## src/rtl/core/bpgs_div.sv

```systemverilog
`timescale 1ns / 1ps
`default_nettype none
// ---------------------------------------------------------------------------
// bpgs_div
// Pipelined restoring divider, one quotient bit per stage, with a tag that
// travels alongside. The quotient must fit in QW bits.
// ---------------------------------------------------------------------------
module bpgs_div #(
    parameter int NW = 33,
    parameter int DW = 16,
    parameter int QW = 17,
    parameter int TW = 1
) (
    input  wire logic          i_clk,
    input  wire logic          i_rst_n,
    input  wire logic          i_en,
    input  wire logic          i_valid,
    input  wire logic [NW-1:0] i_num,
    input  wire logic [DW-1:0] i_den,
    input  wire logic [TW-1:0] i_tag,
    output logic               o_valid,
    output logic [QW-1:0]      o_quo,
    output logic [TW-1:0]      o_tag
);

    localparam int W = (NW > DW + QW) ? NW : DW + QW;

    logic [W-1:0]  r_rem [QW];
    logic [DW-1:0] r_den [QW];
    logic [QW-1:0] r_quo [QW];
    logic [TW-1:0] r_tag [QW];
    logic          r_vld [QW];

    for (genvar j = 0; j < QW; j++) begin : g_stage
        localparam int K = QW - 1 - j;
        logic [W-1:0]  rem_in;
        logic [DW-1:0] den_in;
        logic [QW-1:0] quo_in;
        logic [TW-1:0] tag_in;
        logic          vld_in;
        logic [W-1:0]  trial;

        if (j == 0) begin : g_first
            assign rem_in = W'(i_num);
            assign den_in = i_den;
            assign quo_in = '0;
            assign tag_in = i_tag;
            assign vld_in = i_valid;
        end else begin : g_next
            assign rem_in = r_rem[j-1];
            assign den_in = r_den[j-1];
            assign quo_in = r_quo[j-1];
            assign tag_in = r_tag[j-1];
            assign vld_in = r_vld[j-1];
        end

        assign trial = W'(den_in) << K;

        always_ff @(posedge i_clk) begin
            if (!i_rst_n) begin
                r_vld[j] <= 1'b0;
            end else if (i_en) begin
                r_vld[j] <= vld_in;
            end
        end

        always_ff @(posedge i_clk) begin
            if (i_en) begin
                if (rem_in >= trial) begin
                    r_rem[j] <= rem_in - trial;
                    r_quo[j] <= quo_in | (QW'(1) << K);
                end else begin
                    r_rem[j] <= rem_in;
                    r_quo[j] <= quo_in;
                end
                r_den[j] <= den_in;
                r_tag[j] <= tag_in;
            end
        end
    end

    assign o_valid = r_vld[QW-1];
    assign o_quo   = r_quo[QW-1];
    assign o_tag   = r_tag[QW-1];

endmodule
`default_nettype wire

```

## config.mk

```make
export PLATFORM = sky130hd
export DESIGN_NAME = bpgs_div
export DESIGN_NICKNAME = d
export VERILOG_FILES = /design/src/rtl/core/bpgs_div.sv
export SDC_FILE = /design/constraint.sdc
export NUM_CORES = 2
export LEC_CHECK = 0
export ABC_AREA = 0
export BUFFER_PORTS_ARGS = -buffer_cell sky130_fd_sc_hd__buf_2
export CAP_MARGIN = 40
export CORE_MARGIN = 2
export CORE_UTILIZATION = 65
export CTS_BUF_LIST = sky130_fd_sc_hd__clkbuf_4 sky130_fd_sc_hd__clkbuf_8
export DETAILED_ROUTE_END_ITERATION = 12
export PLACE_DENSITY = 0.82
export SLEW_MARGIN = 20
export SYNTH_ARGS = -nofsm -noshare
export SYNTH_HDL_FRONTEND = slang
export SYNTH_SLANG_ARGS = --single-unit
```

## constraint.sdc

```tcl
create_clock -name i_clk -period 10.7 [get_ports i_clk]
set_input_delay 3.21 -clock i_clk [delete_from_list [all_inputs] [get_ports i_clk]]
set_output_delay 3.21 -clock i_clk [all_outputs]
set_load 0.01 [all_outputs]
```

==> flow_metrics.tcl <==
set metrics [dict create \
    syn_avg_cell_area_um2 12.16 \
    timing.hold.ws_ns 0.3999 \
    rsz0062_at_grt "false" \
    nFillCells 4817 \
    cts_buffers 155 \
    grt_pass1_vias 31450 \
    crit_fanout 114 \
    netlist_area_um2 48540 \
    report.final.setup_viol 0 \
    synthCells 3991 \
    die_w_um 277.3 \
    route.detailed.drc 0 \
    slew_violations 0 \
    grt_use_total 0.2649 \
    wirelength_um 101700 \
    arrival_ns 6.25 \
    final_layout_size_suffix_gt1_frac 0.09697 \
    yosys_most_used_dff "edfxtp_1" \
    die_area_um2 76880 \
    hold_buffers 0 \
    grt_max_degree 202 \
    clockBufferDepth 3 \
    postCtsSetupBuffers 0 \
    synth_nets 4333 \
    num_vias 31900 \
    ys_seq_area_frac 0.6005 \
    overflow 0 \
    drt_iter0_drc 2744 \
    io_buffers 72 \
    cts_resized 0 \
    relSlewSlack 0.3513 \
    synthToLayoutAreaGrowth_pct 9.746 \
    skew_ns 0.03838 \
    rows 100 \
    layout.nets 4509 \
    synth_top_area_frac 0.6001 \
    maxClockFrequency_mhz 176.0 \
    hold_viol 0 \
    cp.required_ns 11.27 \
    antenna_found_initial 1 \
    ctsHtreeMaxLevel 4 \
    setup_tns_ns 0 \
    fin_util 0.7180 \
    synth_edf_count 970 \
    cap_violations 0 \
    ios 73 \
    synth_area_leader_cell "edfxtp_1" \
    synth.top_cells.by_area "edfxtp_1, ha_1, o21ai_0" \
    clk_pin_slew_worst_paths_ns 0.06 \
    ir_drop_mv 0.1517 \
    place_congestion 0.9558 \
    die_h_um 277.3 \
    cts_root_buffer "clkbuf_8" \
    hpwl_um 74790 \
    dr.pass1.iters 7 \
    p_leak_nw 20.43 \
    cp-start-kind "input pin" \
    via_per_inst 6.065 \
    yosysWarnings 0 \
    finalCritPeriodShare 0.5309 \
    core_area_um2 74200 \
    synthDistinctLibCells 84 \
    power.density_nw_per_um2 238.1 \
    clk_latency_ns 0.81 \
    tightest_slew_ns 0.9731 \
    ys_ff_latch 971 \
    ant_nets 0 \
    critPathKind "in -> reg" \
    end_kind "register" \
    start_util 0.6542 \
    outcome "finished clean" \
    wire_per_inst_um 19.33 \
    cts_tree "yes" \
    period_needed_ns 5.680 \
    cts.sinks 971 \
    async_reset_ff_frac 0 \
    hp-class "reg -> reg" \
    grt_pass1_wl_um 161300 \
]
==> per-stage QoR <==
stage / cells / area, um2 / power [mW] / setup WS [ns]
4_1_cts: 5253 / 53160 / 12.69 / 5.065
5_1_grt: 5260 / 53270 / 13.41 / 4.846
2_1_floorplan: 3991 / 48540 / 8.515 / 5.047
3_5_place_dp: 4973 / 50060 / 9.524 / 4.193
6_report: 5260 / 53270 / 12.68 / 5.020
3_3_place_gp: 4969 / 49990 / 9.370 / 4.286
==> cells in the final DEF, fill, tap and decap left out, drive strengths merged, types with 72 or more instances in the layout <==
cell,Yosys,final
a21o,77,77
a21oi,226,226
buf,10,99
clkbuf,72,197
edfxtp,970,970
ha,272,272
inv,342,351
nand2,328,328
nand2b,72,72
nor2,221,221
nor3,85,85
nor4,72,72
o21ai,294,294
xnor2,148,148
xor2,165,165
==> registers in the layout, summed over array words and instances (netlist names) <==
| register | flops |
|---|---|
| r_vld | 17 |
| r_rem | 528 |
| r_den | 256 |
| r_quo | 153 |
| r_tag | 17 |
==> cell families after synthesis <==
kind of cell | share of synthesized area
xor+xnor | 0.05648
flops | 0.6005
compound gates | 0.1059
fa+ha+maj | 0.07671
simple gates | 0.1163
buf+inv | 0.03354
mux | 0.01052
==> cell usage after synthesis, types with 14 or more instances <==
master    count
edfxtp_1    970
inv_1       342
nand2_1     328
o21ai_0     289
ha_1        272
a21oi_1     226
nor2_1      221
xor2_1      165
xnor2_1     148
nor3_1       84
a21o_1       77
clkbuf_1     72
nor4_1       72
nand2b_1     71
nand3_1      56
nor2b_1      56
o21a_1       46
mux2_2       40
and3_1       37
nand4_1      30
or3_1        29
a211oi_1     27
o21bai_1     22
o31ai_1      19
or4_1        18
fa_1         16
nor4b_1      16
o31a_1       15
nand4b_1     14
or2_2        14
==> layer usage <==
| layer | routed length [um] | GRT usage | vias up |
|---|---|---|---|
| li1 | - | - | 15080 |
| met1 | 38540 | 0.3118 | 15380 |
| met2 | 52880 | 0.4752 | 1175 |
| met3 | 6091 | 0.04523 | 270 |
| met4 | 4184 | 0.1196 | 0 |
| met5 | 0 | 0 | - |
==> worst paths after layout <==
kind,from,end,slack (ns),cells past startpoint
hold reg to reg,r_quo[11][9]$_DFFE_PP_,r_quo[12][9]$_DFFE_PP_,0.40,0
setup reg to reg,r_rem[9][9]$_DFFE_PP_,r_rem[10][22]$_DFFE_PP_,6.03,11
setup / recovery,i_en,r_rem[3][30]$_DFFE_PP_,5.02,10
hold / removal,r_quo[11][9]$_DFFE_PP_,r_quo[12][9]$_DFFE_PP_,0.40,0
==> worst max-delay path: stages <==
cell	delay, ns
buf_8	0.30
buf_12	0.47
or4b_2	0.68
a211oi_1	0.26
a31o_2	0.33
inv_1	0.36
nand2_1	0.15
o31a_1	0.17
nor3_1	0.06
xor2_1	0.15
==> layout make-up <==
cell class	instances	area (um2)	area share
multi-input cells	2595	17790	0.3340
clock buffers	195	2434	0.04568
inverters	343	1287	0.02417
repair buffers	101	723.2	0.01358
clock inverters	85	670.6	0.01259
diodes	1	2.502	0.00004697
well taps	969	1212	0.02276
flip-flops and latches	971	29150	0.5472
==> where the power goes <==
group / leakage [nW] / switching, mW / internal, mW / total [mW]
clock network: 1.61 / 1.51 / 1.63 / 3.14
logic: 9.46 / 2.17 / 1.67 / 3.84
registers: 9.37 / 0.526 / 5.18 / 5.70
(Power assumes the default switching activity.)
