==> src/rtl/core/bpgs_sqrt.sv <==
`timescale 1ns / 1ps
`default_nettype none
// ---------------------------------------------------------------------------
// bpgs_sqrt
// Pipelined integer square root, one root bit per stage.
// ---------------------------------------------------------------------------
module bpgs_sqrt #(
    parameter int VW = 36
) (
    input  wire logic            i_clk,
    input  wire logic            i_rst_n,
    input  wire logic            i_en,
    input  wire logic            i_valid,
    input  wire logic [VW-1:0]   i_value,
    output logic                 o_valid,
    output logic [VW/2-1:0]      o_root
);

    localparam int RW = VW / 2;
    localparam int EW = VW + 2;

    logic [EW-1:0] r_rem  [RW];
    logic [RW-1:0] r_root [RW];
    logic          r_vld  [RW];

    for (genvar j = 0; j < RW; j++) begin : g_stage
        localparam int K = RW - 1 - j;
        logic [EW-1:0] rem_in;
        logic [RW-1:0] root_in;
        logic          vld_in;
        logic [EW-1:0] inc;

        if (j == 0) begin : g_first
            assign rem_in  = EW'(i_value);
            assign root_in = '0;
            assign vld_in  = i_valid;
        end else begin : g_next
            assign rem_in  = r_rem[j-1];
            assign root_in = r_root[j-1];
            assign vld_in  = r_vld[j-1];
        end

        // (root + 2^K)^2 - root^2
        assign inc = (EW'(root_in) << (K + 1)) + (EW'(1) << (2 * K));

        always_ff @(posedge i_clk) begin
            if (!i_rst_n) begin
                r_vld[j] <= 1'b0;
            end else if (i_en) begin
                r_vld[j] <= vld_in;
            end
        end

        always_ff @(posedge i_clk) begin
            if (i_en) begin
                if (rem_in >= inc) begin
                    r_rem[j]  <= rem_in - inc;
                    r_root[j] <= root_in | (RW'(1) << K);
                end else begin
                    r_rem[j]  <= rem_in;
                    r_root[j] <= root_in;
                end
            end
        end
    end

    assign o_valid = r_vld[RW-1];
    assign o_root  = r_root[RW-1];

endmodule
`default_nettype wire

==> config.mk <==
export PLATFORM = sky130hd
export DESIGN_NAME = bpgs_sqrt
export DESIGN_NICKNAME = d
export VERILOG_FILES = /design/src/rtl/core/bpgs_sqrt.sv
export SDC_FILE = /design/constraint.sdc
export NUM_CORES = 1
export LEC_CHECK = 0
export BUFFER_PORTS_ARGS = -buffer_cell sky130_fd_sc_hd__buf_2
export CAP_MARGIN = 20
export CORE_ASPECT_RATIO = 2
export CORE_MARGIN = 4
export CORE_UTILIZATION = 30
export DETAILED_ROUTE_END_ITERATION = 6
export GPL_ROUTABILITY_DRIVEN = 0
export PLACE_DENSITY = 0.49
export SYNTH_ARGS = -nofsm -noshare
export SYNTH_HDL_FRONTEND = slang
export SYNTH_SLANG_ARGS = --single-unit
==> constraint.sdc <==
create_clock -name i_clk -period 7.9 [get_ports i_clk]
set_input_delay 0.395 -clock i_clk [delete_from_list [all_inputs] [get_ports i_clk]]
set_output_delay 0.395 -clock i_clk [all_outputs]
set_load 0.02 [all_outputs]
==> impl_metrics.py <==
metrics = {
    "power_and_ir_drop": {
        "power_frac_clock_pct": 34.1,
        "swShare_pct": 26.6,
        "max-vdd-ir-drop_uv": 195,
        "p_comb_share_pct": 14.8,
        "power.leakage_nw": 16.4,
        "p_int_w": 0.00827,
        "seqPwrFrac_pct": 51.2,
        "switchingPower_w": 0.00300,
        "p_per_area_mw_per_mm2": 253,
        "totalPowerFinal_w": 0.0113,
    },
    "floorplanning": {
        "die_w_um": 264,
        "die_y_um": 520,
        "initial_utilization_pct": 30.2,
        "rows": 187,
        "io_pins": 59,
        "core_mm2": 0.130,
        "die-area_mm2": 0.137,
    },
    "setup_path": {
        "r2r_start": "r_rem[6][29]$_DFFE_PP_",
        "critPathLaunch": "r_rem[6][29]$_DFFE_PP_",
        "startpoint_type": "flop",
        "r2r_end": "r_rem[6][63]$_DFFE_PP_",
        "arrival_ns": 4.41,
        "endpoint": "r_rem[6][63]$_DFFE_PP_",
        "cp-end-kind": "flop",
        "crit_type": "flop to flop",
        "r2r_slack_ns": 3.90,
        "required_ns": 8.31,
        "worstPathMaxFanout": 24,
        "reg2regPathDepth": 9,
    },
    "global_routing": {
        "grt_remaining_overflow": 0,
        "grt.total_usage_pct": 12.6,
        "grt_pass1_vias": 25800,
        "grt_max_degree": 163,
        "grt_antenna_before_repair": 0,
        "grt_pass1_wl_um": 134000,
    },
    "final_layout": {
        "syn_to_final_growth_pct": 13.6,
        "fin_nets": 3439,
        "diodes": 0,
        "drive_gt1_share_pct": 7.03,
    },
    "timing": {
        "max_freq_mhz": 250,
        "worst_slew_pin_slew_ns": 1.09,
        "finalHoldViolCount": 0,
        "rsz0062_at_grt": "false",
        "setup_viol_count_final": 0,
        "fin_crit_sh_pct": 50.7,
        "hold_ws_ns": 0.0922,
        "relSlewSlack_pct": 26.2,
        "fin_setup_tns_ns": 0,
        "setup_ws_ns": 3.90,
        "drv_slew": 0,
        "min_period_ns": 4.00,
        "fin_worst_skew_ns": 0.0314,
    },
    "yosys": {
        "ys_seq_elements": 834,
        "synth_edf_count": 833,
        "synthFlopType": "edfxtp_1",
        "async_flop_share_pct": 0,
        "synth_area_leaders": "edfxtp_1 64%, ha_1 6.0%, xnor2_1 3.2%, xor2_1 3.0%, nand2_1 2.4%",
        "yosysWarnings": 0,
        "yosysUniqueCellTypes": 84,
        "synth_top_area_share_pct": 63.7,
        "ys_seq_area_share_pct": 63.7,
        "yosysTopAreaCell": "edfxtp_1",
        "synth_nets": 3298,
        "syn_area_per_cell_um2": 12.8,
        "synthCells": 3071,
        "syn_area_mm2": 0.0393,
    },
    "placement": {
        "dp_slack_ns": 3.71,
        "io_buffers": 58,
        "dp_hpwl_um": 66800,
    },
    "detailed_routing": {
        "antenna_left": 0,
        "wire_per_inst_um": 17.7,
        "drc": 0,
        "wirelength_um": 87900,
        "first_pass_iters": 5,
        "vias": 23600,
        "vias_per_cell": 4.74,
        "drt-initial-drc-count": 1011,
    },
    "cts": {
        "ctsRootBufferMaster": "clkbuf_16",
        "clk_path_buf_depth": 3,
        "cts_made_buffers": 84,
        "clock_sinks": 834,
        "clk_latency_ns": 0.68,
        "cts_htree_levels": 3,
        "cts_tree": "built",
        "clkTransAtPathRegs_ns": 0.06,
    },
    "flow_run": {
        "cap_viol_max_count": 0,
    },
    "outcome": {
        "status": "complete, no violations",
    },
    "min_path": {
        "hold_path.class": "primary input to flop",
    },
}
-- layout make-up --
| class | instances | area, um2 |
|---|---|---|
| inverter | 233 | 875 |
| clock buffer | 104 | 2180 |
| multi-input combinational | 1940 | 13100 |
| clock inverter | 40 | 395 |
| timing repair buffer | 119 | 881 |
| fill | 12600 | 85200 |
| tap | 1701 | 2130 |
| sequential | 834 | 25000 |
-- layout by cell type, fill, tap and decap left out, types with 39 or more instances in the layout --
| master | synthesis | layout |
|---|---|---|
| nor2_1 | 178 | 178 |
| nand2b_1 | 49 | 49 |
| o21ai_0 | 126 | 126 |
| inv_1 | 232 | 232 |
| nor3_1 | 96 | 96 |
| xnor2_1 | 145 | 145 |
| a21o_1 | 50 | 50 |
| a21oi_1 | 124 | 124 |
| edfxtp_1 | 833 | 833 |
| nor4_1 | 97 | 97 |
| clkbuf_16 | 0 | 84 |
| xor2_1 | 136 | 136 |
| nand2_1 | 253 | 253 |
| ha_1 | 187 | 187 |
| nand4_1 | 39 | 39 |
| o21ai_1 | 44 | 44 |
| buf_2 | 8 | 58 |
-- per-stage QoR --
step | util (%) | cell area [um2] | cells
2_1_floorplan | - | 39300 | 3071
3_3_place_gp | 32.1 | 41700 | 4791
3_5_place_dp | 32.1 | 41700 | 4792
4_1_cts | 34.4 | 44600 | 4971
5_1_grt | 34.4 | 44600 | 4971
6_report | 34.4 | 44600 | 4971
-- logic make-up (layout without fill, tap and decap cells) --
| logic type | count (synthesis) | count (layout) | synth area share [%] |
|---|---|---|---|
| and+or+nand+nor | 947 | 947 | 12.5 |
| DFF | 834 | 834 | 63.7 |
| muxes | 19 | 19 | 0.522 |
| buffers and inverters | 297 | 496 | 2.87 |
| AOI/OAI and AO/OA | 506 | 506 | 8.12 |
| adders and majority gates | 187 | 187 | 5.96 |
| xor gates and xnor gates | 281 | 281 | 6.27 |
-- synthesized netlist by cell type, types with 39 or more instances --
master	n
a21o_1	50
edfxtp_1	833
clkbuf_1	54
a21oi_1	124
o21ai_1	44
nand2_1	253
xor2_1	136
inv_1	232
o21ai_0	126
nand4_1	39
nor2_1	178
ha_1	187
xnor2_1	145
nand2b_1	49
nor3_1	96
nor4_1	97
-- repair_timing --
action,CTS,global route
hold buffers,35,0
resized for setup,0,0
buffers inserted,0,0
endpoints found under the hold margin,35,0
-- state kept, by name, summed over array words and instances, names as in the netlist --
signal / cells
r_root: 171
r_vld: 18
r_rem: 645
-- power groups by stage --
stage / combinational [W] / clock [W] / sequential, W
after floorplan: 0.00124 / 0 / 0.00576
after global placement: 0.00165 / 0 / 0.00586
after detailed placement: 0.00167 / 0 / 0.00586
after CTS: 0.00169 / 0.00397 / 0.00577
after global routing: 0.00186 / 0.00414 / 0.00582
final: 0.00166 / 0.00384 / 0.00577
-- how the worst min path moves through the flow --
stage                                 startpoint                     end  slack (ns)  cells after the start
after global routing                 i_value[35]  r_rem[0][35]$_DFFE_PP_        0.08                      3
after floorplan            r_rem[6][0]$_DFFE_PP_  r_rem[6][38]$_DFFE_PP_        0.42                      0
after CTS                            i_value[35]  r_rem[0][35]$_DFFE_PP_        0.02                      3
after detailed placement  r_rem[0][42]$_DFFE_PP_   r_rem[1][4]$_DFFE_PP_        0.43                      0
after global placement    r_rem[0][42]$_DFFE_PP_   r_rem[1][4]$_DFFE_PP_        0.42                      0
final                                i_value[35]  r_rem[0][35]$_DFFE_PP_        0.09                      3
-- metal layers --
metal,routed length [um],share of wire (%),GRT usage (%),vias up
met5,0,0,0,-
met4,8150,9.3,10.4,0
met3,2450,2.8,1.75,286
met2,55300,63,28.6,405
met1,22000,25,7.95,11200
li1,-,-,-,11700
-- critical path, stage by stage (launching register included) --
cell and delay, ns:
edfxtp_1 0.62, or4_1 0.62, or4_1 0.48, nor4_1 0.68, o21ai_1 0.18, a211oi_2 0.18, buf_4 0.32, nand2b_1 0.39
nor4_1 0.10, xor2_1 0.15
Power figures use the tool's default switching activity.
