==> src/rtl/core/bpgs_pkg.sv <==
`timescale 1ns / 1ps
`default_nettype none
// ---------------------------------------------------------------------------
// bpgs_pkg
// Types and constants shared by the box pair gate and score pipeline.
// ---------------------------------------------------------------------------
package bpgs_pkg;

    // Fixed point one in Q.16.
    localparam logic [16:0] ONE_Q16 = 17'd65536;

    // Score weights in hundredths.
    localparam logic [22:0] W_DIST      = 23'd55;
    localparam logic [22:0] W_IOU       = 23'd25;
    localparam logic [22:0] BONUS_LABEL = 23'd15 * 23'd65536;
    localparam logic [22:0] BONUS_GEOM  = 23'd10 * 23'd65536;
    localparam logic [22:0] BONUS_APP   = 23'd5 * 23'd65536;
    localparam logic [22:0] BONUS_REP   = 23'd5 * 23'd65536;
    localparam logic [22:0] ROUND_HALF  = 23'd50;

    // floor(x / 100) = (x * RECIP_100) >> RECIP_SHIFT for every x below 2^23.
    localparam logic [23:0] RECIP_100   = 24'd10737419;
    localparam int          RECIP_SHIFT = 30;

    // Largest score that the weights can reach.
    localparam logic [16:0] SCORE_MAX = 17'd75366;

    typedef enum logic [1:0] {
        RSN_ACCEPT = 2'd0,
        RSN_LABEL  = 2'd1,
        RSN_FAR    = 2'd2,
        RSN_LOW    = 2'd3
    } t_reason;

    typedef enum logic [1:0] {
        CFG_MAX_DIST  = 2'd0,
        CFG_MIN_SCORE = 2'd1,
        CFG_ALLOW_MIS = 2'd2
    } t_cfg_index;

    typedef struct packed {
        logic lab_mismatch;
        logic lab_bonus;
        logic geo_bonus;
        logic app_bonus;
        logic rep_bonus;
        logic too_far;
        logic uni_zero;
    } t_pair_flags;

    typedef struct packed {
        t_pair_flags flags;
        logic [16:0] cdist;
        logic [16:0] iou;
        logic        sat;
        logic        mzero;
    } t_ratio_tag;

    // Extent of one axis; an inverted interval counts as empty.
    function automatic logic [15:0] f_extent(logic signed [15:0] lo, logic signed [15:0] hi);
        return (hi > lo) ? 16'(hi - lo) : 16'd0;
    endfunction

endpackage
`default_nettype wire

==> src/rtl/core/bpgs_score.sv <==
`timescale 1ns / 1ps
`default_nettype none
// ---------------------------------------------------------------------------
// bpgs_score
// Weighted score sum, rounding division by 100 and the three gates. The
// last stage is the output register of the block.
// ---------------------------------------------------------------------------
module bpgs_score import bpgs_pkg::*; (
    input  wire logic        i_clk,
    input  wire logic        i_rst_n,
    input  wire logic        i_en,
    input  wire logic        i_valid,
    input  wire logic [16:0] i_ratio,
    input  wire t_ratio_tag  i_tag,
    input  wire logic [16:0] i_min_score,
    output logic             o_valid,
    output logic [1:0]       o_reason,
    output logic [16:0]      o_score,
    output logic [16:0]      o_dist,
    output logic [16:0]      o_iou
);

    logic        r_v [3];
    logic [16:0] w_ratio;
    logic [16:0] w_dterm;
    logic [22:0] n_num;
    logic [22:0] r_s1_num;
    t_pair_flags r_s1_flags, r_s2_flags;
    logic [16:0] r_s1_dist, r_s1_iou, r_s2_dist, r_s2_iou;
    logic [46:0] r_s2_prod;
    logic [16:0] w_score;
    t_reason     n_reason;
    t_reason     r_reason;
    logic [16:0] r_score, r_dist, r_iou;

    always_comb begin
        if (i_tag.sat) begin
            w_ratio = ONE_Q16;
        end else if (i_tag.mzero) begin
            w_ratio = 17'd0;
        end else begin
            w_ratio = i_ratio;
        end
        w_dterm = ONE_Q16 - w_ratio;
        n_num = W_DIST * 23'(w_dterm) + W_IOU * 23'(i_tag.iou);
        if (i_tag.flags.lab_bonus) n_num = n_num + BONUS_LABEL;
        if (i_tag.flags.geo_bonus) n_num = n_num + BONUS_GEOM;
        if (i_tag.flags.app_bonus) n_num = n_num + BONUS_APP;
        if (i_tag.flags.rep_bonus) n_num = n_num + BONUS_REP;
    end

    assign w_score = 17'(r_s2_prod >> RECIP_SHIFT);

    always_comb begin
        if (r_s2_flags.lab_mismatch) begin
            n_reason = RSN_LABEL;
        end else if (r_s2_flags.too_far) begin
            n_reason = RSN_FAR;
        end else if (w_score < i_min_score) begin
            n_reason = RSN_LOW;
        end else begin
            n_reason = RSN_ACCEPT;
        end
    end

    always_ff @(posedge i_clk) begin
        if (!i_rst_n) begin
            for (int k = 0; k < 3; k++) r_v[k] <= 1'b0;
        end else if (i_en) begin
            r_v[0] <= i_valid;
            r_v[1] <= r_v[0];
            r_v[2] <= r_v[1];
        end
    end

    always_ff @(posedge i_clk) begin
        if (i_en) begin
            r_s1_num   <= n_num;
            r_s1_flags <= i_tag.flags;
            r_s1_dist  <= i_tag.cdist;
            r_s1_iou   <= i_tag.iou;

            r_s2_prod  <= 47'(r_s1_num + ROUND_HALF) * 47'(RECIP_100);
            r_s2_flags <= r_s1_flags;
            r_s2_dist  <= r_s1_dist;
            r_s2_iou   <= r_s1_iou;

            r_reason   <= n_reason;
            r_score    <= w_score;
            r_dist     <= r_s2_dist;
            r_iou      <= r_s2_iou;
        end
    end

    assign o_valid  = r_v[2];
    assign o_reason = r_reason;
    assign o_score  = r_score;
    assign o_dist   = r_dist;
    assign o_iou    = r_iou;

endmodule
`default_nettype wire

==> config.mk <==
export PLATFORM = sky130hd
export DESIGN_NAME = bpgs_score
export DESIGN_NICKNAME = d
export VERILOG_FILES = /design/src/rtl/core/bpgs_pkg.sv /design/src/rtl/core/bpgs_score.sv
export SDC_FILE = /design/constraint.sdc
export NUM_CORES = 1
export LEC_CHECK = 0
export ABC_AREA = 1
export BUFFER_PORTS_ARGS = -buffer_cell sky130_fd_sc_hd__buf_2
export CAP_MARGIN = 25
export CORE_ASPECT_RATIO = 1.5
export CORE_UTILIZATION = 30
export CTS_CLUSTER_SIZE = 16
export DETAILED_ROUTE_END_ITERATION = 6
export SLEW_MARGIN = 15
export SYNTH_ARGS = -nofsm -noshare
export SYNTH_HDL_FRONTEND = slang
export SYNTH_SLANG_ARGS = --single-unit
==> constraint.sdc <==
create_clock -name i_clk -period 9.3 [get_ports i_clk]
set_clock_uncertainty 0.15 [all_clocks]
set_input_delay 1.86 -clock i_clk [delete_from_list [all_inputs] [get_ports i_clk]]
set_output_delay 1.86 -clock i_clk [all_outputs]
set_load 0.05 [all_outputs]
==> results.cfg, run 1 <==
[setup_path]
timing.critical_path.from = i_tag[1]
cp_data_required_time_ns = 9.39
worst_ep_arrival_time_ns = 8.96
reg2reg_depth = 36
r2r_setup_slack_ns = 0.64
regToRegStartpoint = r_s1_num[1]
timing.critical_path.to_type = flop
cp_slowest_stage_delay_ns = 0.54
worstReg2RegEnd = r_s2_prod[45]
crit_end = r_s1_num[22]
critical_path.startpoint_type = input port
timing_worst_setup_path_type = input port to flop
critical_path_peak_fanout = 6
critical-path-slowest-cell = sky130_fd_sc_hd__fa_1
critical_path.most_common_cell = sky130_fd_sc_hd__nand2_1

[synth]
synth.avg_cell_area_um2 = 10.0
syn-cell-area_mm2 = 0.0223
synthTopCellsByArea = sky130_fd_sc_hd__fa_1 28%, sky130_fd_sc_hd__edfxtp_1 23%, sky130_fd_sc_hd__ha_1 21%, sky130_fd_sc_hd__inv_1 10%, sky130_fd_sc_hd__nand2_1 4.2%
synth.net_count = 2994
yosys.area.top_type = sky130_fd_sc_hd__fa_1
yosys_most_used_dff = sky130_fd_sc_hd__edfxtp_1
ys_warn_count = 0
synth.yosys.seq_area_share = 0.226
netlist-cell-type-count = 49
number_of_synthesized_flops_with_an_enable_pin = 168
ys_async_rst_share = 0
area_share_of_the_largest_cell_type_after_synthesis = 0.277
postSynthCellCount = 2222
yosys_register_bits = 168

[grt]
grt_pass1_vias = 16000
grt_antenna_before_repair = 4
grt_first_pass_wirelength_um = 81600
groute.usage.overall = 0.141
grt_remaining_overflow = 0
grt_start_max_net_pins = 75

[drt]
vias_per_cell = 4.30
drt-initial-drc-count = 563
drc_errors = 0
route.antenna.remaining_nets = 0
num_vias = 14800
drtPass1Iterations = 4
wl_per_cell_um = 14.6
wl_um = 50600

[clock_network]
cts.sinks = 168
clkSlewWorstSetupHoldPaths_ns = 0.08
cts_tree = built
numCtsBuffers = 17
ctsLongestPathBuffers = 2
post_cts_hold_buffer_count = 0
count_of_h_tree_levels_built_during_cts = 4
clockRootBuffer = sky130_fd_sc_hd__clkbuf_16
clk_latency_ns = 0.48

[floorplanning]
die_w_um = 225
initial_core_util = 0.302
placeable_core_region_mm2 = 0.0737
floorplan.die_area_mm2 = 0.0754
ioPinCount = 135
die_h_um = 336
core.rowCount = 122

[worst_hold_path]
hold_class = flop to flop
number_of_cells_on_the_worst_hold_path = 0

[timing]
setup_viol_count_final = 0
timing_hold_violations_final = 0
final_report_max_slew_violation_count = 0
setup_tns_ns = 0
timing.final.crit_share = 0.954
timing.fmax_ghz = 0.113
fin_crit_ns = 8.87
slew_at_the_pin_with_the_worst_max_slew_slack_ns = 0.749
slew_headroom = 0.501

[finish]
fill_cells = 7490
multi_input_area_mm2 = 0.0150
antenna_cells = 0
footprint_of_the_flip_flops_and_latches_mm2 = 0.00504
drive_above_1_share = 0.137
mostFrequentLayoutCell = sky130_fd_sc_hd__inv_1
finish.utilization = 0.346
synthToLayoutAreaGrowth_pct = 14.3
finalNetCount = 3223
mostFrequentLayoutCells = 603 x sky130_fd_sc_hd__inv_1, 378 x sky130_fd_sc_hd__ha_1, 309 x sky130_fd_sc_hd__fa_1

[place]
hpwl_after_detailed_placement_um = 44100
finalWeightedCongestion = 0.902
portBuffers = 133

[run_status]
outcome = completed

[job]
drv_cap = 0
-- stage by stage --
stage	setup slack [ns]	area [um2]	hold slack [ns]	cells
5_1_grt	-0.0428	25500	0.268	3455
3_5_place_dp	-0.175	24900	0.255	3423
3_3_place_gp	-0.0894	24900	0.250	3423
2_1_floorplan	0.0193	22400	0.250	2222
4_1_cts	0.335	25400	0.257	3454
6_report	0.426	25500	0.253	3455
-- worst max-delay path: cells and delay by family --
kind	cells	cell delay, ns
fa+ha+maj	9	3.29
simple gates	24	2.78
buf+inv	9	0.79
xor+xnor	1	0.19
compound gates	1	0.05
-- area by class of cell --
cell class / count / share of cell area
clock buffer: 17 / 0.0167
clock inverter: 14 / 0.00530
inverter: 614 / 0.0905
multi-input combinational: 1436 / 0.591
sequential: 168 / 0.198
tap: 992 / 0.0487
timing repair buffer: 214 / 0.0502
-- cell families after synthesis --
group,count (synthesis),share of synthesized area
AO/OA/AOI/OAI,164,0.0425
XOR/XNOR,82,0.0322
adder cells (fa/ha/maj),692,0.492
buffers and inverters,618,0.104
flip-flops,168,0.226
AND/OR/NAND/NOR,498,0.103
-- repair_timing --
item	CTS	global route
endpoints found under the hold margin	0	0
gates resized for setup	0	9
setup buffers	0	1
endpoints found under the setup margin	0	3
-- synthesized netlist by cell type, drive strengths merged, types with 3 or more instances --
| master | number |
|---|---|
| a21o | 8 |
| a21oi | 84 |
| a31o | 3 |
| a31oi | 8 |
| and2 | 3 |
| clkbuf | 3 |
| edfxtp | 168 |
| fa | 309 |
| ha | 382 |
| inv | 614 |
| nand2 | 284 |
| nand3 | 53 |
| nand3b | 3 |
| nand4 | 15 |
| nor2 | 109 |
| nor3 | 16 |
| nor4 | 6 |
| o2111ai | 3 |
| o21ai | 40 |
| o21bai | 3 |
| o221ai | 3 |
| o31ai | 4 |
| or2 | 6 |
| xnor2 | 25 |
| xor2 | 57 |
-- sequential cells by signal, indices dropped and copies added, names as in the netlist --
name / cells
r_s1_iou: 17
r_v: 3
o_reason: 2
o_iou: 17
o_dist: 17
r_s2_dist: 17
r_s2_iou: 17
r_s2_prod: 17
r_s1_flags: 2
r_s2_flags: 2
r_s1_dist: 17
o_score: 17
r_s1_num: 23
-- layer usage --
layer / wire, um / vias to the layer above / part of all wire / global-route usage
li1: - / 7419 / - / -
met1: 19600 / 7124 / 0.39 / 0.147
met2: 28200 / 218 / 0.56 / 0.281
met3: 1390 / 79 / 0.027 / 0.0228
met4: 1430 / 8 / 0.028 / 0.0469
met5: 49 / - / 0.00097 / 0
-- worst min path at each step --
stage / startpoint / slack [ns] / end
after global placement: r_s1_dist[2] / 0.25 / r_s2_dist[2]
after global routing: r_s1_iou[0] / 0.27 / r_s2_iou[0]
after detailed placement: r_s2_dist[14] / 0.25 / o_dist[14]
final: r_s1_iou[0] / 0.25 / r_s2_iou[0]
after CTS: r_s1_iou[0] / 0.26 / r_s2_iou[0]
after floorplan: r_s2_dist[0] / 0.25 / o_dist[0]
Power of run 1 is left out: the tool's default activity adds up to more than one toggle a clock period on the data nets, which glitch-free logic cannot reach.
==> run 2, diff against run 1 <==
- CELL_PAD_IN_SITES_DETAIL_PLACEMENT: unset -> 0
- CELL_PAD_IN_SITES_GLOBAL_PLACEMENT: unset -> 1
- PLACE_DENSITY_LB_ADDON: unset -> 0.1
==> results.cfg, run 2 (synthesis gave the netlist of run 1 again) <==
[clock_network]
cts.sinks = 168
count_of_h_tree_levels_built_during_cts = 4
cts_tree = built
clockRootBuffer = sky130_fd_sc_hd__clkbuf_16
clkSlewWorstSetupHoldPaths_ns = 0.08
post_cts_hold_buffer_count = 0
ctsLongestPathBuffers = 2
numCtsBuffers = 17
clk_latency_ns = 0.47

[floorplanning]
initial_core_util = 0.302
placeable_core_region_mm2 = 0.0737
die_h_um = 336
die_w_um = 225
core.rowCount = 122
floorplan.die_area_mm2 = 0.0754
ioPinCount = 135

[timing]
slew_headroom = 0.467
setup_tns_ns = 0
timing.final.crit_share = 0.951
setup_viol_count_final = 0
rsz0062_at_grt = true
final_report_max_slew_violation_count = 0
timing_hold_violations_final = 0
post_route_worst_hold_slack_ns = 0.261
fin_crit_ns = 8.84
slew_at_the_pin_with_the_worst_max_slew_slack_ns = 0.799
timing.fmax_ghz = 0.113

[setup_path]
timing.critical_path.to_type = flop
cp_slowest_stage_delay_ns = 0.52
worstReg2RegEnd = r_s2_prod[43]
reg2reg_depth = 39
critical_path.startpoint_type = input port
critical_path.most_common_cell = sky130_fd_sc_hd__nand2_1
critical_path_peak_fanout = 5
regToRegStartpoint = r_s1_num[1]
timing_worst_setup_path_type = input port to flop
critical-path-slowest-cell = sky130_fd_sc_hd__fa_1
cp_data_required_time_ns = 9.38
worst_ep_arrival_time_ns = 8.92
r2r_setup_slack_ns = 0.66

[finish]
finalNetCount = 3295
synthToLayoutAreaGrowth_pct = 17.5
largest_register = r_s1_num
stdcell_count = 3529
mostFrequentLayoutCell = sky130_fd_sc_hd__inv_1
finish.utilization = 0.355
mostFrequentLayoutCells = 602 x sky130_fd_sc_hd__inv_1, 375 x sky130_fd_sc_hd__ha_1, 308 x sky130_fd_sc_hd__fa_1
drive_above_1_share = 0.169
largest_reg_flops = 23

[job]
drv_cap = 0

[drt]
wl_per_cell_um = 17.5
drc_errors = 0
wl_um = 61700
num_vias = 15200
drtPass1Iterations = 4
route.antenna.remaining_nets = 0
vias_per_cell = 4.31
drt-initial-drc-count = 428

[run_status]
outcome = completed

[grt]
grt_start_max_net_pins = 88
grt_pass1_vias = 17400
grt_first_pass_wirelength_um = 96200
grt_antenna_before_repair = 2
grt_remaining_overflow = 0
groute.usage.overall = 0.173

[place]
finalWeightedCongestion = 0.872
portBuffers = 133
numPlacedInstances = 3490
hpwl_after_detailed_placement_um = 55100

[worst_hold_path]
hold_class = flop to flop
hold_end = o_dist[11]
hold_start = r_s2_dist[11]
number_of_cells_on_the_worst_hold_path = 0
run 2: changes by cell type in the layout (fill, tap and decap cells not counted), moves of 2 or more:
| cell | previous run | this run |
|---|---|---|
| sky130_fd_sc_hd__buf_4 | 81 | 152 |
| sky130_fd_sc_hd__clkinv_2 | 0 | 2 |
| sky130_fd_sc_hd__clkinvlp_4 | 2 | 0 |
| sky130_fd_sc_hd__ha_1 | 378 | 375 |
| sky130_fd_sc_hd__ha_4 | 3 | 6 |
| sky130_fd_sc_hd__inv_8 | 2 | 5 |
| sky130_fd_sc_hd__nand2_1 | 251 | 243 |
| sky130_fd_sc_hd__nand2_2 | 28 | 31 |
| sky130_fd_sc_hd__nand2_4 | 4 | 9 |
| sky130_fd_sc_hd__nand3_1 | 46 | 44 |
| sky130_fd_sc_hd__nor2_2 | 10 | 8 |
| sky130_fd_sc_hd__nor2_4 | 6 | 8 |
run 2: through the flow:
step	setup WS (ns)	cell area, um2
floorplan	0.0193	22400
global placement	-0.563	25400
detailed placement	-0.608	25400
CTS	0.0363	26000
global route	-0.0528	26200
finish	0.458	26200
run 2: how the worst max path moves through the flow:
| stage | from | end | slack, ns | depth (start not counted) |
|---|---|---|---|---|
| 2_1_floorplan | i_tag[1] | r_s1_num[22] | 0.02 | 44 |
| 6_report | i_tag[1] | r_s1_num[22] | 0.46 | 48 |
| 4_1_cts | i_tag[1] | r_s1_num[20] | 0.04 | 44 |
| 3_5_place_dp | i_tag[1] | r_s1_num[20] | -0.61 | 44 |
| 3_3_place_gp | i_tag[1] | r_s1_num[20] | -0.56 | 45 |
| 5_1_grt | i_tag[1] | r_s1_num[21] | -0.05 | 45 |
run 2: routing by layer:
layer  vias up  global-route usage  part of all wire
li1       7570                   -                 -
met1      7426               0.160              0.35
met2       166               0.377              0.61
met3        60              0.0146             0.014
met4         2              0.0608             0.031
met5         -                   0           0.00019
run 2: final cells by class:
class,instances,area (um2)
Fill cell,7531,47500
Multi-Input combinational cell,1436,15200
Sequential cell,168,5040
Inverter,614,2300
Timing Repair Buffer,286,1840
Tap cell,992,1240
Clock buffer,17,425
Clock inverter,15,151
Antenna cell,1,2.50
run 2: worst max-delay path: cells and delay by family:
| family | cells | cell delay, ns |
|---|---|---|
| AND/OR/NAND/NOR | 26 | 2.41 |
| AO/OA/AOI/OAI | 2 | 0.31 |
| XOR/XNOR | 1 | 0.13 |
| adder cells (fa/ha/maj) | 10 | 3.40 |
| buffers and inverters | 9 | 0.79 |
run 2: timing repair:
item	4_1_cts	5_1_grt
buffers inserted	0	5
gates resized for setup	5	33
pin swaps	6	15
endpoints found under the setup margin	2	7
Power of run 2 is left out for the same reason.
==> run 3, diff against run 2 <==
--- a/config.mk
+++ b/config.mk
@@ -6,14 +6,11 @@
 export NUM_CORES = 1
 export LEC_CHECK = 0
-export ABC_AREA = 1
+export ABC_AREA = 0
 export BUFFER_PORTS_ARGS = -buffer_cell sky130_fd_sc_hd__buf_2
 export CAP_MARGIN = 25
-export CELL_PAD_IN_SITES_DETAIL_PLACEMENT = 0
-export CELL_PAD_IN_SITES_GLOBAL_PLACEMENT = 1
 export CORE_ASPECT_RATIO = 1.5
 export CORE_UTILIZATION = 30
 export CTS_CLUSTER_SIZE = 16
 export DETAILED_ROUTE_END_ITERATION = 6
-export PLACE_DENSITY_LB_ADDON = 0.1
 export SLEW_MARGIN = 15
 export SYNTH_ARGS = -nofsm -noshare
--- a/constraint.sdc
+++ b/constraint.sdc
@@ -3,3 +3,3 @@
 set_input_delay 1.86 -clock i_clk [delete_from_list [all_inputs] [get_ports i_clk]]
 set_output_delay 1.86 -clock i_clk [all_outputs]
-set_load 0.05 [all_outputs]
+set_load 0.005 [all_outputs]
==> results.cfg, run 3 <==
[place]
worst_setup_timing_slack_at_the_placement_stage_ns = -0.363
finalWeightedCongestion = 0.898
hpwl_after_detailed_placement_um = 42600
numPlacedInstances = 3053
portBuffers = 133

[timing]
slew_headroom = 0.468
post_route_worst_hold_slack_ns = 0.269
final_report_max_slew_violation_count = 0
timing_hold_violations_final = 0
timing.final.crit_share = 0.973
slew_at_the_pin_with_the_worst_max_slew_slack_ns = 0.798
setup_viol_count_final = 0
fin_crit_ns = 9.05
timing.fmax_ghz = 0.111
setup_ws_ns = 0.254

[finish]
mostFrequentLayoutCells = 496 x sky130_fd_sc_hd__inv_1, 375 x sky130_fd_sc_hd__ha_1, 309 x sky130_fd_sc_hd__fa_1
drive_above_1_share = 0.168
synthToLayoutAreaGrowth_pct = 17.4
finalNetCount = 2938
mostFrequentLayoutCell = sky130_fd_sc_hd__inv_1
largest_register = r_s1_num
antenna_cells = 0
largest_reg_flops = 23
stdcell_count = 3085

[setup_path]
r2r_setup_slack_ns = 0.63
worst_ep_arrival_time_ns = 9.13
critical_path_peak_fanout = 5
critical_path.most_common_cell = sky130_fd_sc_hd__fa_1
timing.critical_path.to_type = flop
worstReg2RegEnd = r_s2_prod[40]
reg2reg_depth = 33
timing.critical_path.buf_inv = 5
regToRegStartpoint = r_s1_num[1]
cp_slowest_stage_delay_ns = 0.54
critical-path-slowest-cell = sky130_fd_sc_hd__fa_1
critical_path.startpoint_type = input port
timing_worst_setup_path_type = input port to flop
cp_data_required_time_ns = 9.38
critical-path-top-delay-family = adder cells

[drt]
num_vias = 13700
drt-initial-drc-count = 419
vias_per_cell = 4.46
wl_per_cell_um = 15.9
drtPass1Iterations = 7
wl_um = 49000
drc_errors = 18
route.antenna.remaining_nets = 0

[synth]
synthTopCellsByArea = sky130_fd_sc_hd__fa_1 29%, sky130_fd_sc_hd__edfxtp_1 24%, sky130_fd_sc_hd__ha_1 22%, sky130_fd_sc_hd__inv_1 8.7%, sky130_fd_sc_hd__xnor2_1 2.1%
postSynthCellCount = 1881
synth.yosys.seq_area_share = 0.235
syn-cell-area_mm2 = 0.0215
yosys.area.top_type = sky130_fd_sc_hd__fa_1
ys_warn_count = 0
yosys_most_used_dff = sky130_fd_sc_hd__edfxtp_1
netlist-cell-type-count = 75
synth.avg_cell_area_um2 = 11.4
netlist_top_cells_count = 496 x sky130_fd_sc_hd__inv_1, 382 x sky130_fd_sc_hd__ha_1, 309 x sky130_fd_sc_hd__fa_1
synth.net_count = 2653
number_of_synthesized_flops_with_an_enable_pin = 168
cell_with_the_most_instances_after_synthesis = sky130_fd_sc_hd__inv_1
area_share_of_the_largest_cell_type_after_synthesis = 0.288
yosys_register_bits = 168
ys_async_rst_share = 0

[job]
drv_cap = 0

[clock_network]
clk_latency_ns = 0.49
cts_tree = built
ctsLongestPathBuffers = 2
clkSlewWorstSetupHoldPaths_ns = 0.07
numCtsBuffers = 17
clockRootBuffer = sky130_fd_sc_hd__clkbuf_16
post_cts_hold_buffer_count = 0
cts.sinks = 168
count_of_h_tree_levels_built_during_cts = 4

[floorplanning]
die_h_um = 330
placeable_core_region_mm2 = 0.0704
ioPinCount = 135
core.rowCount = 119
initial_core_util = 0.305
die_w_um = 220
floorplan.die_area_mm2 = 0.0726

[run_status]
violations = DRC
outcome = finished, violations left

[worst_hold_path]
hold_start = r_s2_dist[1]
number_of_cells_on_the_worst_hold_path = 0
hold_end = o_dist[1]
hold_class = flop to flop

[grt]
grt_first_pass_wirelength_um = 79400
grt_antenna_before_repair = 2
grt_start_max_net_pins = 68
grt_pass1_vias = 15700
grt_remaining_overflow = 0
groute.usage.overall = 0.144
run 3: what timing repair did:
item	CTS	global route
gates resized for setup	0	10
setup endpoints to repair	0	2
buffers inserted	0	1
run 3: cell families (layout without fill, tap and decap cells):
| group | after synthesis | in the layout | synth area share |
|---|---|---|---|
| DFF | 168 | 168 | 0.235 |
| adders and majority gates | 692 | 692 | 0.512 |
| muxes | 5 | 5 | 0.00251 |
| xor gates and xnor gates | 94 | 94 | 0.0425 |
| buffers and inverters | 504 | 801 | 0.0892 |
| AOI/OAI and AO/OA | 195 | 195 | 0.0648 |
| and+or+nand+nor | 223 | 223 | 0.0542 |
run 3: stage by stage:
stage / setup TNS, ns / instance area [um2] / utilization
finish: 0 / 25200 / 0.358
global route: -0.0735 / 25200 / 0.358
CTS: 0 / 25100 / 0.357
detailed placement: -0.714 / 24500 / 0.349
global placement: -0.403 / 24500 / 0.349
floorplan: 0 / 21800 / -
run 3: how the worst max path moves through the flow:
| stage | startpoint | cells after the start | end |
|---|---|---|---|
| after CTS | i_ratio[5] | 31 | r_s1_num[22] |
| after global routing | i_ratio[4] | 35 | r_s1_num[22] |
| final | i_ratio[4] | 31 | r_s1_num[22] |
| after floorplan | i_tag[1] | 36 | r_s1_num[22] |
| after detailed placement | i_ratio[5] | 33 | r_s1_num[22] |
| after global placement | i_ratio[5] | 31 | r_s1_num[22] |
run 3: area by class of cell:
class                   instances  area, um2
fillers                      6937      45200
repair buffers                274       1740
well taps                     907       1130
inverters                     496       1860
flip-flops and latches        168       5040
clock buffers                  19        433
clock inverters                12        143
multi-input cells            1209      14800
run 3: layer usage:
metal,part of all wire,vias to the layer above,global-route usage
met5,0.00020,-,0
met4,0.035,2,0.0597
met3,0.031,83,0.0222
met2,0.57,223,0.286
met1,0.37,6746,0.144
li1,-,6692,-
Power of run 3 is left out for the same reason.
